## src/hdl/rmsn_pkg.sv

```systemverilog
// Package of the RMS vector normalizer: constants and the controller state type.
// No dependencies.
package rmsn_pkg;
  localparam int unsigned MaxLength   = 64;
  localparam int unsigned SampleWidth = 16;
  localparam int unsigned FracBits    = 12;
  localparam logic [31:0] EpsReset    = 32'd17;
  localparam int unsigned SumW        = 64;
  localparam int unsigned RootW       = 32;

  typedef enum logic [2:0] {
    StCollect,
    StDiv,
    StSqrt,
    StRead,
    StQuot,
    StOut
  } state_e;
endpackage

```

## src/hdl/rms_vector_normalizer_top.sv

```systemverilog
// RMS normalizer: samples are stored as they arrive, one input item per cycle while the
// block collects; intake stalls otherwise. The last one starts a bit-serial divide by the
// count and a bit-serial square root with a load step first. Each element then takes a
// buffer read and a restoring divide; the next element is read only after the output
// accepts the current result.
// Reset is asynchronous and clears count, sum, state and epsilon (to 17), not the buffer.
module rms_vector_normalizer_top #(
  parameter int unsigned MAX_LENGTH   = rmsn_pkg::MaxLength,
  parameter int unsigned SAMPLE_WIDTH = rmsn_pkg::SampleWidth
) (
  input  logic                    clk_i,
  input  logic                    rst_ni,
  input  logic                    cfg_we_i,
  input  logic [31:0]             cfg_wdata_i,
  input  logic                    in_valid_i,
  output logic                    in_stall_o,
  input  logic [SAMPLE_WIDTH-1:0] sample_i,
  input  logic                    is_last_i,
  output logic                    out_valid_o,
  input  logic                    out_stall_i,
  output logic [SAMPLE_WIDTH-1:0] normalized_o,
  output logic                    saturated_o,
  output logic                    end_of_vector_o
);
  localparam int unsigned AW   = (MAX_LENGTH > 1) ? $clog2(MAX_LENGTH) : 1;
  localparam int unsigned CW   = $clog2(MAX_LENGTH + 1);
  localparam int unsigned SW   = rmsn_pkg::SumW;
  localparam int unsigned RW   = rmsn_pkg::RootW;
  localparam int unsigned NW   = SAMPLE_WIDTH + rmsn_pkg::FracBits;
  localparam int unsigned SBW  = $clog2(SW);
  localparam int unsigned NBW  = $clog2(NW + 1);

  logic [SAMPLE_WIDTH-1:0] mem_q [MAX_LENGTH];
  logic [SAMPLE_WIDTH-1:0] rd_data_q;
  logic [AW-1:0] rd_addr;
  logic          mem_we;

  rmsn_pkg::state_e state_q, state_d;
  logic [31:0] eps_q;
  logic [CW-1:0] cnt_q, cnt_d, idx_q, idx_d;
  logic [SW-1:0] sum_q, sum_d;
  logic [SW-1:0] rem_q, rem_d, quo_q, quo_d;
  logic [SBW-1:0] bit_q, bit_d;
  logic [RW-1:0] root_q, root_d;
  logic [NW-1:0] num_q, num_d, nq_q, nq_d;
  logic [RW:0] nrem_q, nrem_d;
  logic [NBW-1:0] nbit_q, nbit_d;
  logic neg_q, neg_d;
  logic [SAMPLE_WIDTH-1:0] res_q, res_d;
  logic sat_q, sat_d, eov_q, eov_d;

  logic [SAMPLE_WIDTH-1:0] mag_in, mag_rd;
  logic [2*SAMPLE_WIDTH-1:0] sq;
  logic [SW:0] sum_ext, ms_ext, rem_sh, sq_try;
  logic [RW:0] nrem_sh;
  logic [SW-1:0] sq_rem_sh;
  logic [RW+1:0] sq_cand;
  logic accept_in, last_in;

  assign accept_in = in_valid_i && !in_stall_o;
  assign in_stall_o = (state_q != rmsn_pkg::StCollect);
  assign out_valid_o = (state_q == rmsn_pkg::StOut);
  assign normalized_o = res_q;
  assign saturated_o = sat_q;
  assign end_of_vector_o = eov_q;
  assign mem_we = accept_in;
  assign rd_addr = idx_q[AW-1:0];

  always_ff @(posedge clk_i) begin
    if (mem_we) begin
      mem_q[cnt_q[AW-1:0]] <= sample_i;
    end
    rd_data_q <= mem_q[rd_addr];
  end

  // Two's-complement magnitude; the most negative code maps to itself.
  assign mag_in = sample_i[SAMPLE_WIDTH-1] ? (~sample_i + 1'b1) : sample_i;
  assign mag_rd = rd_data_q[SAMPLE_WIDTH-1] ? (~rd_data_q + 1'b1) : rd_data_q;
  assign sq = mag_in * mag_in;
  assign sum_ext = {1'b0, sum_q} + {{(SW+1-2*SAMPLE_WIDTH){1'b0}}, sq};
  assign last_in = is_last_i || (cnt_q + 1'b1 >= CW'(MAX_LENGTH));

  assign rem_sh = {rem_q, quo_q[SW-1]};
  assign ms_ext = {1'b0, quo_q} + {{(SW-31){1'b0}}, eps_q};
  // Square root: one result bit per cycle from the top pair of radicand bits.
  assign sq_rem_sh = {rem_q[SW-3:0], quo_q[SW-1:SW-2]};
  assign sq_cand = {root_q, 2'b01};
  assign sq_try = {1'b0, sq_rem_sh} - {{(SW-RW-1){1'b0}}, sq_cand};
  assign nrem_sh = {nrem_q[RW-1:0], num_q[NW-1]};

  always_comb begin
    state_d = state_q; cnt_d = cnt_q; idx_d = idx_q; sum_d = sum_q;
    rem_d = rem_q; quo_d = quo_q; bit_d = bit_q; root_d = root_q;
    num_d = num_q; nq_d = nq_q; nrem_d = nrem_q; nbit_d = nbit_q;
    neg_d = neg_q; res_d = res_q; sat_d = sat_q; eov_d = eov_q;
    unique case (state_q)
      rmsn_pkg::StCollect: begin
        if (accept_in) begin
          cnt_d = cnt_q + 1'b1;
          sum_d = sum_ext[SW] ? '1 : sum_ext[SW-1:0];
          if (last_in) begin
            state_d = rmsn_pkg::StDiv;
            quo_d = sum_ext[SW] ? '1 : sum_ext[SW-1:0];
            rem_d = '0;
            bit_d = '0;
          end
        end
      end
      rmsn_pkg::StDiv: begin
        if (rem_sh >= {{(SW+1-CW){1'b0}}, cnt_q}) begin
          rem_d = rem_sh[SW-1:0] - {{(SW-CW){1'b0}}, cnt_q};
          quo_d = {quo_q[SW-2:0], 1'b1};
        end else begin
          rem_d = rem_sh[SW-1:0];
          quo_d = {quo_q[SW-2:0], 1'b0};
        end
        bit_d = bit_q + 1'b1;
        if (bit_q == SBW'(SW-1)) begin
          state_d = rmsn_pkg::StSqrt;
          bit_d = '0;
          root_d = '0;
          nbit_d = '0;
        end
      end
      rmsn_pkg::StSqrt: begin
        if (nbit_q == '0) begin
          // First cycle: load the mean square plus epsilon, saturated.
          quo_d = ms_ext[SW] ? '1 : ms_ext[SW-1:0];
          nbit_d = NBW'(1);
          rem_d = '0;
        end else begin
          quo_d = {quo_q[SW-3:0], 2'b00};
          if (!sq_try[SW]) begin
            rem_d = sq_try[SW-1:0];
            root_d = {root_q[RW-2:0], 1'b1};
          end else begin
            rem_d = sq_rem_sh;
            root_d = {root_q[RW-2:0], 1'b0};
          end
          bit_d = bit_q + 1'b1;
          if (bit_q == SBW'(RW-1)) begin
            state_d = rmsn_pkg::StRead;
            idx_d = '0;
            nbit_d = '0;
          end
        end
      end
      rmsn_pkg::StRead: begin
        // The buffer read for address idx_q is registered in the first step; the second step uses it.
        if (nbit_q == '0) begin
          nbit_d = NBW'(1);
        end else begin
          neg_d = rd_data_q[SAMPLE_WIDTH-1];
          num_d = {mag_rd, {rmsn_pkg::FracBits{1'b0}}};
          nrem_d = '0;
          nq_d = '0;
          nbit_d = '0;
          state_d = rmsn_pkg::StQuot;
        end
      end
      rmsn_pkg::StQuot: begin
        if (nbit_q == NBW'(NW)) begin
          if (root_q == '0) begin
            res_d = '0; sat_d = 1'b0;
          end else if (neg_q) begin
            sat_d = (nq_q > NW'(1) << (SAMPLE_WIDTH-1));
            res_d = sat_d ? {1'b1, {(SAMPLE_WIDTH-1){1'b0}}}
                          : SAMPLE_WIDTH'(~nq_q + 1'b1);
          end else begin
            sat_d = (nq_q > (NW'(1) << (SAMPLE_WIDTH-1)) - 1'b1);
            res_d = sat_d ? {1'b0, {(SAMPLE_WIDTH-1){1'b1}}} : nq_q[SAMPLE_WIDTH-1:0];
          end
          eov_d = (idx_q + 1'b1 == cnt_q);
          state_d = rmsn_pkg::StOut;
        end else begin
          num_d = {num_q[NW-2:0], 1'b0};
          if (nrem_sh >= {1'b0, root_q}) begin
            nrem_d = nrem_sh - {1'b0, root_q};
            nq_d = {nq_q[NW-2:0], 1'b1};
          end else begin
            nrem_d = nrem_sh;
            nq_d = {nq_q[NW-2:0], 1'b0};
          end
          nbit_d = nbit_q + 1'b1;
        end
      end
      rmsn_pkg::StOut: begin
        if (!out_stall_i) begin
          if (eov_q) begin
            state_d = rmsn_pkg::StCollect;
            cnt_d = '0; sum_d = '0; root_d = '0; rem_d = '0; bit_d = '0;
            idx_d = '0; nbit_d = '0;
          end else begin
            idx_d = idx_q + 1'b1;
            nbit_d = '0;
            state_d = rmsn_pkg::StRead;
          end
        end
      end
      default: state_d = rmsn_pkg::StCollect;
    endcase
  end

  always_ff @(posedge clk_i or negedge rst_ni) begin
    if (!rst_ni) begin
      state_q <= rmsn_pkg::StCollect;
      eps_q <= rmsn_pkg::EpsReset;
      cnt_q <= '0; idx_q <= '0; sum_q <= '0; rem_q <= '0; quo_q <= '0;
      bit_q <= '0; root_q <= '0; nbit_q <= '0;
    end else begin
      if (cfg_we_i) eps_q <= cfg_wdata_i;
      state_q <= state_d;
      cnt_q <= cnt_d; idx_q <= idx_d; sum_q <= sum_d; rem_q <= rem_d;
      quo_q <= quo_d; bit_q <= bit_d; root_q <= root_d; nbit_q <= nbit_d;
    end
  end

  always_ff @(posedge clk_i) begin
    num_q <= num_d; nq_q <= nq_d; nrem_q <= nrem_d; neg_q <= neg_d;
    res_q <= res_d; sat_q <= sat_d; eov_q <= eov_d;
  end
endmodule

```

## config.mk

```make
export PLATFORM = sky130hd
export DESIGN_NAME = rms_vector_normalizer_top
export DESIGN_NICKNAME = d
export VERILOG_FILES = /design/src/hdl/rmsn_pkg.sv /design/src/hdl/rms_vector_normalizer_top.sv
export SDC_FILE = /design/constraint.sdc
export NUM_CORES = 2
export LEC_CHECK = 0
export ABC_AREA = 0
export BUFFER_PORTS_ARGS = -buffer_cell sky130_fd_sc_hd__clkbuf_2
export CAP_MARGIN = 20
export CORE_UTILIZATION = 34
export DETAILED_ROUTE_END_ITERATION = 7
export GPL_TIMING_DRIVEN = 0
export PLACE_DENSITY = 0.52
export SYNTH_ARGS = -nofsm -noshare
export SYNTH_HDL_FRONTEND = slang
export SYNTH_SLANG_ARGS = --single-unit
```

## constraint.sdc

```tcl
create_clock -name clk_i -period 6.2 [get_ports clk_i]
set_clock_uncertainty 0.05 [all_clocks]
set_input_delay 0 -clock clk_i [delete_from_list [all_inputs] [get_ports clk_i]]
set_output_delay 0 -clock clk_i [all_outputs]
set_load 0.01 [all_outputs]
```

==> results.txt <==
Critical Path Start - sample_i[7]
Slowest CP cell - fa_1
Rel. slew slack - 18.0%
Worst slew pin tran - 1230 ps
Grt total ovfl - 0
Adder-cell share of the synthesized area - 8.98%
TritonCTS Buffers - 156
Number of flops mapped to enable cells by yosys - 1119
Reg clk slew, reported paths - 60 ps
Area Growth Syn to Fin - 20.1%
Layout Nets - 6794
Row cnt - 171
Ports - 74
Num Clock Sinks - 1419
Post-synthesis mux area share - 10.8%
Failing checks - setup timing
GR peak layer - met2
Top-area cell type share of the netlist area - 45.0%
Mapped Cells - 5784
Commonest non-fill, non-tap cell in the layout - edfxtp_1
Slew Limit Fails - 0
Antenna violations before repair - 16
Leading cell types in the layout, fill and taps excluded - 1119 x edfxtp_1, 429 x inv_1, 421 x nand2_1
Fill cells - 20200
Reg2reg start - sum_q[14]
Storage cell area - 41000 um^2
Die Wd - 470 um
FMAX - 0.132 GHz
Via count - 50800
Post-synth ARST share - 20.0%
Critical path arrival - 8200 ps
Initial DRT Pass Iterations - 6
Via-per-instance ratio - 5.46
Most Frequent Cell on Critical Path - fa_1
Mapped Area - 74600 um^2
Syn Area/Cell - 12.9 um^2
Dpl hpwl - 157 mm
Initial cell density of the core - 34.3%
R2R Setup Slk - 470 ps
CP endpoint - quo_q[57]
Most used DFF post-synth - edfxtp_1
Clock Tree Buf Depth - 3
Iter 0 DRT Violations - 5184
H-Tree Depth - 4
Max-Cap Viols - 0
Crit Path Max Fanout - 6
Critical Path RT - 6810 ps
Post-synthesis compound-gate area fraction - 9.65%
Fin worst setup slack - -1380 ps
Met3 Use GR - 2.97%
Area of the multi-input gates - 32200 um^2
CTS root buf - clkbuf_16
Gp weighted congestion - 0.929
FF-to-FF path depth - 22
R2R Path End - quo_q[57]
Startpoint Class - input pin
Clock network latency to the later pin of the worst-skew pair - 810 ps
CTS tree - built
Setup total negative slack - -123460 ps
Final Setup Violations - 128
YS warnings - 0
Proportion of layout cells with a drive suffix above 1 - 18.1%
Final core occ - 41.2%
Dpl cells - 8808
Leading area contributor after synthesis - edfxtp_1
Critical Path Max Stage Delay - 570 ps
Seq/Total Area, Yosys - 55.0%
Largest net degree at the start of global routing - 103
Fin cells - 9305
First-pass GRT wire length - 341 mm
Critical path type - in -> reg
Post-synthesis simple-gate area fraction - 8.67%
Core area - 218000 um^2
FF+latch count, synth - 1419
Top cells by area, synth - edfxtp_1 45%, mux4_2 10%, dfrtp_1 9.5%, fa_1 5.3%, ha_1 3.7%
Post-Route WL - 231 mm
CP Capture Type - register
Largest family of logic cells by synthesized area - multiplexers
Die height - 470 um
Total GRT Usage - 20.6%
GRT met2 Usage - 33.7%
Final Critical Period - 7580 ps
Post-route DRC - 0
Tcrit/Tclk final - 122%
RSZ-0062 raised after global routing - yes
Outcome - finished with violations
Netlist cell types - 90
Final hold violation count - 0
Class of the worst hold path - in -> reg
Worst hold slack - 21.9 ps
Buffers on Ports - 72
Die area - 221000 um^2
M1 GR Usage - 28.6%
Final ANT Viol Nets - 0
Vias in the first global route - 50800
Routed wire per std cell - 24.8 um
Post-Synth XOR/XNOR Area - 3.05%
-- synthesized netlist by cell type, types with 14 or more instances --
| library cell | n |
|---|---|
| nand2_1 | 432 |
| a2111oi_0 | 15 |
| dfxtp_1 | 16 |
| nand3b_1 | 14 |
| nor3_1 | 84 |
| nand2b_1 | 39 |
| nor4_1 | 33 |
| inv_1 | 440 |
| xor2_1 | 118 |
| a22oi_1 | 38 |
| nand3_1 | 114 |
| nor2b_1 | 16 |
| edfxtp_1 | 1119 |
| nand4_1 | 47 |
| o31ai_1 | 20 |
| buf_1 | 34 |
| a21o_1 | 66 |
| a211oi_1 | 28 |
| mux2_2 | 32 |
| dfrtp_1 | 282 |
| xnor2_1 | 142 |
| o21ai_0 | 356 |
| mux4_2 | 336 |
| nor2_1 | 436 |
| ha_1 | 219 |
| and3_1 | 60 |
| a221o_1 | 15 |
| mux2i_1 | 15 |
| and2_1 | 23 |
| or3_1 | 40 |
| a31oi_1 | 65 |
| a22o_1 | 18 |
| o21bai_1 | 16 |
| clkbuf_1 | 269 |
| o22ai_1 | 20 |
| o211ai_1 | 32 |
| o21a_1 | 40 |
| a21oi_1 | 281 |
| o221ai_1 | 39 |
| fa_1 | 198 |
-- repair_timing --
item,in CTS,in global routing
pin swaps,75,29
endpoints found under the setup margin,128,128
hold buffers,130,7
gates resized for setup,232,52
buffers inserted,62,10
hold endpoints to repair,1303,36
cloned,6,0
-- cells by family (layout without fill, tap and decap cells) --
group,count (synthesis),count (layout)
compound gates,1149,1149
xor+xnor,260,260
fa+ha+maj,417,417
buf+inv,756,1412
flops,1419,1419
mux,383,383
other cells,2,13
simple gates,1398,1398
-- sequential cells by signal, indices dropped and copies added, names as in the netlist --
name / cells
mem_q: 1024
quo_q: 64
rem_q: 64
sum_q: 64
eps_q: 32
nrem_q: 32
root_q: 32
nq_q: 28
normalized_o: 16
num_q: 16
rd_data_q: 16
cnt_q: 7
idx_q: 7
bit_q: 6
nbit_q: 5
state_q: 3
end_of_vector_o: 1
neg_q: 1
saturated_o: 1
-- per-stage QoR --
step	cell area, um^2	worst slack (ps)
floorplan	75200	-1410
global placement	79100	-5040
detailed placement	80700	-4170
CTS	89200	-1320
global route	89600	-1530
finish	89600	-1380
-- worst max-delay path, delay by kind of cell --
kind / cells / cell delay (ps)
AO/OA/AOI/OAI: 5 / 1350
adder cells (fa/ha/maj): 7 / 3210
buffers and inverters: 8 / 800
XOR/XNOR: 1 / 150
AND/OR/NAND/NOR: 9 / 2640
-- how the worst min path moves through the flow --
stage | start | end | slack, ps | cells past startpoint
3_3_place_gp | cfg_wdata_i[26] | eps_q[26] | 180 | 2
3_5_place_dp | rst_ni | eps_q[19] | 140 | 1
6_report | cfg_we_i | eps_q[22] | 20 | 3
4_1_cts | sample_i[10] | mem_q[20][10] | -530 | 1
2_1_floorplan | rst_ni | bit_q[0] | -350 | 0
5_1_grt | cfg_we_i | eps_q[14] | 50 | 3
-- layer usage --
layer	up-vias	part of all wire, %
li1	22600	-
met1	26100	44
met2	1722	48
met3	335	5.7
met4	2	2.5
met5	-	0.0056
-- layout make-up --
type / instances / share of cell area [%]
multi-input combinational: 3618 / 36.0
clock inverter: 89 / 1.22
clock buffer: 195 / 4.61
sequential: 1419 / 45.8
timing repair buffer: 378 / 4.95
buffer: 299 / 1.51
antenna: 2 / 0.00559
tap: 2854 / 3.99
inverter: 451 / 1.93
Power is not shown: default switching activity piles up to over one toggle a cycle in this logic, so the estimate is an artifact.
